$ cat config.mk
export PLATFORM = sky130hd
export DESIGN_NAME = uvs_divider
export DESIGN_NICKNAME = d
export VERILOG_FILES = /design/src/hw/rtl/uvs_pkg.sv /design/src/hw/rtl/uvs_divider.sv
export SDC_FILE = /design/constraint.sdc
export NUM_CORES = 1
export LEC_CHECK = 0
export BUFFER_PORTS_ARGS = -buffer_cell sky130_fd_sc_hd__buf_2
export CORE_AREA = 2 2 246 248
export DETAILED_ROUTE_END_ITERATION = 10
export DIE_AREA = 0 0 248 250
export PLACE_DENSITY = 0.62
export SYNTH_ARGS = -nofsm -noshare
export SYNTH_HDL_FRONTEND = slang
export SYNTH_SLANG_ARGS = --single-unit
$ cat constraint.sdc
create_clock -name clock -period 56.1 [get_ports clock]
set_clock_uncertainty 0.15 [all_clocks]
set_input_delay 11.22 -clock clock [delete_from_list [all_inputs] [get_ports clock]]
set_output_delay 11.22 -clock clock [all_outputs]
set_load 0.05 [all_outputs]
$ cat src/hw/rtl/uvs_pkg.sv
`timescale 1ns / 1ps
`default_nettype none
// ----------------------------------------------------------------------------
// uvs_pkg
// Shared types and constants of the UV sphere vertex and index generator.
// ----------------------------------------------------------------------------
package uvs_pkg;

   localparam int MAX_DIVISIONS   = 256;
   localparam int COORD_FRAC_BITS = 14;

   localparam logic [8:0] SECTOR_RESET = 9'd36;
   localparam logic [8:0] STACK_RESET  = 9'd18;
   localparam logic [8:0] SECTOR_MIN   = 9'd3;
   localparam logic [8:0] STACK_MIN    = 9'd2;
   localparam logic [8:0] COUNT_MAX    = 9'(MAX_DIVISIONS);

   // register indexes of the configuration port
   localparam logic CSR_SECTOR_COUNT = 1'b0;
   localparam logic CSR_STACK_COUNT  = 1'b1;

   // pipelined long division
   localparam int DIV_WIDTH  = 42;
   localparam int DIV_STEPS  = 7;
   localparam int DIV_STAGES = DIV_WIDTH / DIV_STEPS;

   // cordic
   localparam int CORDIC_ITERS = 30;
   localparam int CORDIC_LAT   = CORDIC_ITERS + 2;
   localparam logic signed [31:0] GAIN_INV = 32'sd652032874;
   localparam logic signed [31:0] ONE30    = 32'sh4000_0000;
   localparam logic [31:0] LAT_TOP_PHASE   = 32'h4000_0000;

   localparam logic [31:0] ATAN_TURNS [CORDIC_ITERS] = '{
      32'h20000000, 32'h12E4051E, 32'h09FB385B, 32'h051111D4, 32'h028B0D43,
      32'h0145D7E1, 32'h00A2F61E, 32'h00517C55, 32'h0028BE53, 32'h00145F2F,
      32'h000A2F98, 32'h000517CC, 32'h00028BE6, 32'h000145F3, 32'h0000A2F9,
      32'h0000517C, 32'h000028BE, 32'h0000145F, 32'h00000A2F, 32'h00000517,
      32'h0000028B, 32'h00000145, 32'h000000A2, 32'h00000051, 32'h00000028,
      32'h00000014, 32'h0000000A, 32'h00000005, 32'h00000002, 32'h00000001
   };

   // sideband from capture to output register
   localparam int SB_DEPTH = DIV_STAGES + CORDIC_LAT + 1;

   typedef struct packed {
      logic [8:0]           rem;
      logic [DIV_WIDTH-1:0] work;
   } div_state_type;

   typedef struct packed {
      logic        in_range;
      logic        quad;
      logic        upper;
      logic        lower;
      logic [16:0] k1;
   } sideband_type;

   function automatic div_state_type div_steps(div_state_type st, logic [8:0] divisor);
      logic [9:0]    t;
      div_state_type r;
      r = st;
      for (int n = 0; n < DIV_STEPS; n++) begin
         t = {r.rem, r.work[DIV_WIDTH-1]};
         if (t >= {1'b0, divisor}) begin
            r.rem  = 9'(t - {1'b0, divisor});
            r.work = {r.work[DIV_WIDTH-2:0], 1'b1};
         end else begin
            r.rem  = t[8:0];
            r.work = {r.work[DIV_WIDTH-2:0], 1'b0};
         end
      end
      return r;
   endfunction

endpackage
`default_nettype wire

$ cat src/hw/rtl/uvs_divider.sv
`timescale 1ns / 1ps
`default_nettype none
// ----------------------------------------------------------------------------
// uvs_divider
// Pipelined restoring divider, several quotient bits per stage.
// ----------------------------------------------------------------------------
module uvs_divider import uvs_pkg::*; (
   input  wire logic                 clock,
   input  wire logic                 advance,
   input  wire logic [8:0]           divisor,
   input  wire logic [DIV_WIDTH-1:0] dividend,
   output logic      [31:0]          quotient
);

   div_state_type st_ff [DIV_STAGES];

   always_ff @(posedge clock) begin
      if (advance) begin
         st_ff[0] <= div_steps('{rem: 9'd0, work: dividend}, divisor);
      end
   end

   for (genvar s = 1; s < DIV_STAGES; s++) begin : g_stage
      always_ff @(posedge clock) begin
         if (advance) begin
            st_ff[s] <= div_steps(st_ff[s-1], divisor);
         end
      end
   end

   assign quotient = st_ff[DIV_STAGES-1].work[31:0];

endmodule
`default_nettype wire

Word-level counts from Yosys, hierarchy flattened

Memory sizes are Yosys's and may differ from the RTL's.
Cells that the tools add are included.

Add/sub/neg operators: 42
Order comparisons: 42
Multiplexer cells: 86

Operator list:

| operator                      | number |
|---|---|
| 2-to-1 mux 51 bit             | 84 |
| >= comparator 10 x 9 -> 1 bit | 41 |
| subtractor 9 bit              | 41 |
| >= comparator 1 x 9 -> 1 bit  | 1 |
| subtractor 1 x 9 -> 9 bit     | 1 |
| 2-to-1 mux 1 bit              | 2 |

Register bits after elaboration: 0
Memory bits (writable): 306
Input port bits: 53
Output and inout port bits: 32
Word-level logic and storage cells: 171
Memories kept: 1

Memories:

| name  | depth | bits a word | rd ports | clocked after Yosys merged registers in | write ports | RTL line          | text |
|---|---|---|---|---|---|---|---|
| st_ff | 6     | 51          | 6        | 0                                       | 6           | uvs_divider.sv:15 | `div_state_type st_ff [DIV_STAGES];` |

Longest topological paths before layout

Depth in word-level cells: 21
Gate-level depth with buffers: 78
Mapped depth without buffers: 70

Worst setup path after synthesis

Ideal clock, no wire load.

Kind: input port to flip-flop
Start: input port divisor[1]
End: memory st_ff[3][47] in the netlist's numbering (data pin)
Setup time: 0.261 ns
Data arrival time: 27.203 ns
Required time: 55.689 ns
Path slack: 28.486 ns
Stages on the path: 70
Cells stage by stage: inv_1 fa_1 a211oi_1 o21ai_1 a21o_1 buf_1 mux2_2 ha_1 nand2b_1 a211oi_1 o31a_1 a211oi_2 inv_2 buf_2 mux2_2 ha_1 a211oi_1 nor3b_1 [34 not listed] o21ai_0 nand2b_1 a211oi_1 a21o_1 buf_2 mux2_2 ha_1 a21o_1 a21oi_1 o22ai_1 nor2_1 o21ai_0 a21o_1 nor2_1 inv_1 a211oi_2 a21oi_2 a221o_1

RTL lines:

| item            | RTL line          | text |
|---|---|---|
| start, declared | uvs_divider.sv:10 | `input wire logic [8:0] divisor,` |
| end, declared   | uvs_divider.sv:15 |  |

==> summary.md <==
| Metric | Value |
|---|---|
| WL met2 | 33.4 mm |
| Post-synthesis cell type count | 93 |
| Worst path most repeated cell | a21o_1 |
| Vias/cell | 5.92 |
| Reg-to-Reg Start | st_ff[3][41]$_DFFE_PP_ |
| Post-CTS Hold Buffers | 0 |
| CP required | 56.30 ns |
| Post-synth EDFFs | 240 |
| Share of cells above drive strength 1 | 12.2% |
| Fin crit share | 52.0% |
| Max cap viols | 0 |
| DRT iter0 DRCs | 1240 |
| Worst hold path type | flip-flop to flip-flop |
| I/O pin total | 85 |
| N_diodes | 0 |
| Biggest regs | st_ff (240) |
| Num CTS Buffers | 30 |
| Number of flip-flops in the largest register | 240 |
| Fillers | 5517 |
| DR DRC count | 0 |
| Fin crit period | 29.16 ns |
| First-pass GRT wire length | 115 mm |
| FF-to-FF End | st_ff[4][47]$_DFFE_PP_ |
| Die X | 248 um |
| Final count of negative-setup-slack endpoints | 0 |
| Hold wc startpoint | st_ff[0][8]$_DFFE_PP_ |
| Avg Cell Area, Syn | 9.41 um^2 |
| Cell family with most CP delay | compound AO/OA/AOI/OAI gates |
| Most flops, register | st_ff |
| Reg2reg setup slack | 38.20 ns |
| Gpl congestion | 0.921 |
| # port buffers | 84 |
| Multi-input gate area in the final layout | 18900 um^2 |
| Slowest stage delay, CP | 0.55 ns |
| Post-Synthesis Cell Area | 27100 um^2 |
| Syn nets | 3345 |
| Path depth of the worst reg2reg path | 65 |
| Die area | 62000 um^2 |
| Commonest non-fill, non-tap cells in the layout | 371 x ha_1, 240 x edfxtp_1, 214 x a21oi_1 |
| WL met3 | 3.65 mm |
| Post-Route WL | 71.4 mm |
| Register area | 7210 um^2 |
| Asr flop ratio synth | 0% |
| CP Data Arrival Time | 29.36 ns |
| Largest net degree at the start of global routing | 100 |
| WL per Instance | 18.9 um |
| WHS Endpoint | st_ff[1][15]$_DFFE_PP_ |
| Crit Path Max Fanout | 27 |
| Crit. End Element | flip-flop |
| Yosys warns | 0 |
| Status | completed |
| Main synth FF type | edfxtp_1 |
| Mapped Cells | 2881 |
| Rel. slew slack | 23.7% |
| Initial antenna violation count | 0 |
| Flops & latches, synth | 240 |
| Initial Utilization | 45.5% |
| Unrepaired setup endpoints after global routing | no |
| Congestion Overflow GR | 0 |
| Syn-to-layout area delta | 8.89% |
| Worst path buffer plus inverter count | 6 |
| H-tree levels | 1 |
| Post-CTS Resized | 0 |
| Worst slew pin tran | 1.14 ns |
| Wire length on met1 | 32.5 mm |
| Final hold viol count | 0 |
| Fin nets | 3437 |
| Peak Freq | 34.3 MHz |
| CTS tree | yes |
| Clk root buf | clkbuf_16 |
| Leading cell type in the layout, fill and taps excluded | ha_1 |
| Longest Clk Path Bufs | 3 |
| Setup CP Type | input pin to flip-flop |
| Remaining antenna violation count | 0 |
| Vias in the first global route | 22500 |
| Total GRT Usage | 22.7% |
| Via Count | 22400 |
| Clock transition at path regs | 0.07 ns |
| Max Transition Viols Final | 0 |
| TritonRoute pass-1 iters | 5 |
| Register area share after synthesis | 26.6% |
| Crit path max-delay cell type | o41ai_1 |
| TNS Setup | 0 ns |
| Top sig layer | met4 |
| # rows | 90 |
| Worst-Skew Late Latency | 0.61 ns |
| Dpl hpwl | 53.9 mm |
| Clock sink count | 240 |
| Setup crit start kind | input pin |
| Core area | 59600 um^2 |
| Die height | 250 um |
| Worst hold stages | 0 |
| Post-CTS setup buffers | 0 |
per-layer routing:
layer / up-vias / global-route usage (%)
met5: - / 0
met4: 0 / 6.30
met3: 128 / 3.69
met2: 518 / 38.1
met1: 10700 / 30.0
li1: 11000 / -
metrics by stage:
step / cell area (um^2) / worst slack, ns / hold slack [ns] / instances / utilization (%)
2_1_floorplan: 27100 / 28.49 / 0.250 / 2881 / -
3_3_place_gp: 28500 / 26.38 / 0.252 / 3723 / 47.8
3_5_place_dp: 28500 / 26.30 / 0.255 / 3723 / 47.8
4_1_cts: 29500 / 26.93 / 0.257 / 3779 / 49.6
5_1_grt: 29500 / 25.22 / 0.271 / 3779 / 49.6
6_report: 29500 / 26.94 / 0.252 / 3779 / 49.6
worst register-to-register path: cells and delay by family, from the launching register on:
| family | cells | cell delay, ns |
|---|---|---|
| AOI/OAI and AO/OA | 32 | 8.87 |
| adders and majority gates | 8 | 2.73 |
| and+or+nand+nor | 13 | 2.56 |
| muxes | 5 | 1.78 |
| buffers and inverters | 7 | 1.08 |
| DFF | 1 | 0.45 |
worst max path at each step:
stage	startpoint	end	slack, ns	cells after the start
after global placement	divisor[0]	st_ff[4][47]$_DFFE_PP_	26.38	68
after floorplan	divisor[1]	st_ff[3][47]$_DFFE_PP_	28.49	70
after detailed placement	divisor[0]	st_ff[3][47]$_DFFE_PP_	26.30	65
final	divisor[0]	st_ff[3][47]$_DFFE_PP_	26.94	65
after CTS	divisor[0]	st_ff[3][47]$_DFFE_PP_	26.93	65
after global routing	divisor[0]	st_ff[4][49]$_DFFE_PP_	25.22	69
kinds of logic (layout without fill, tap and decap cells):
family	count (synthesis)	in the layout	share of synthesized area, %
mux	204	204	8.27
simple gates	715	715	13.4
buf+inv	258	374	3.74
xor+xnor	238	238	7.69
compound gates	815	815	20.3
fa+ha+maj	411	411	20.1
flops	240	240	26.6
cell usage after synthesis (14+ instances only):
master	n	area, um^2
ha_1	371	4640
edfxtp_1	240	7210
a21oi_1	214	1070
inv_1	201	754
nor2_1	193	724
o21ai_0	159	796
nand2_1	152	571
mux2_2	150	1690
xnor2_1	149	1310
a21o_1	114	856
xor2_1	89	780
nand4_1	62	388
nor2b_1	62	388
mux2i_1	51	510
nor3_1	51	255
nand2b_1	48	300
fa_1	40	801
o21bai_1	33	248
a211oi_1	31	233
o21a_1	30	225
nand3_1	26	130
clkbuf_1	25	93.8
a221o_1	22	220
o211ai_1	21	158
and2_1	20	125
o31ai_1	19	143
a31oi_1	18	113
buf_2	16	80.1
and3_1	14	87.6
nand3b_1	14	105
layout make-up:
cell class              instances  area share, %
clock buffers                  34           2.59
clock inverters                22          0.919
flip-flops and latches        240           24.4
repair buffers                106           2.06
well taps                     782           3.31
multi-input cells            2383           64.0
inverters                     212           2.71
Power is not shown: default switching activity piles up to over one toggle a cycle in this logic, so the estimate is an artifact.
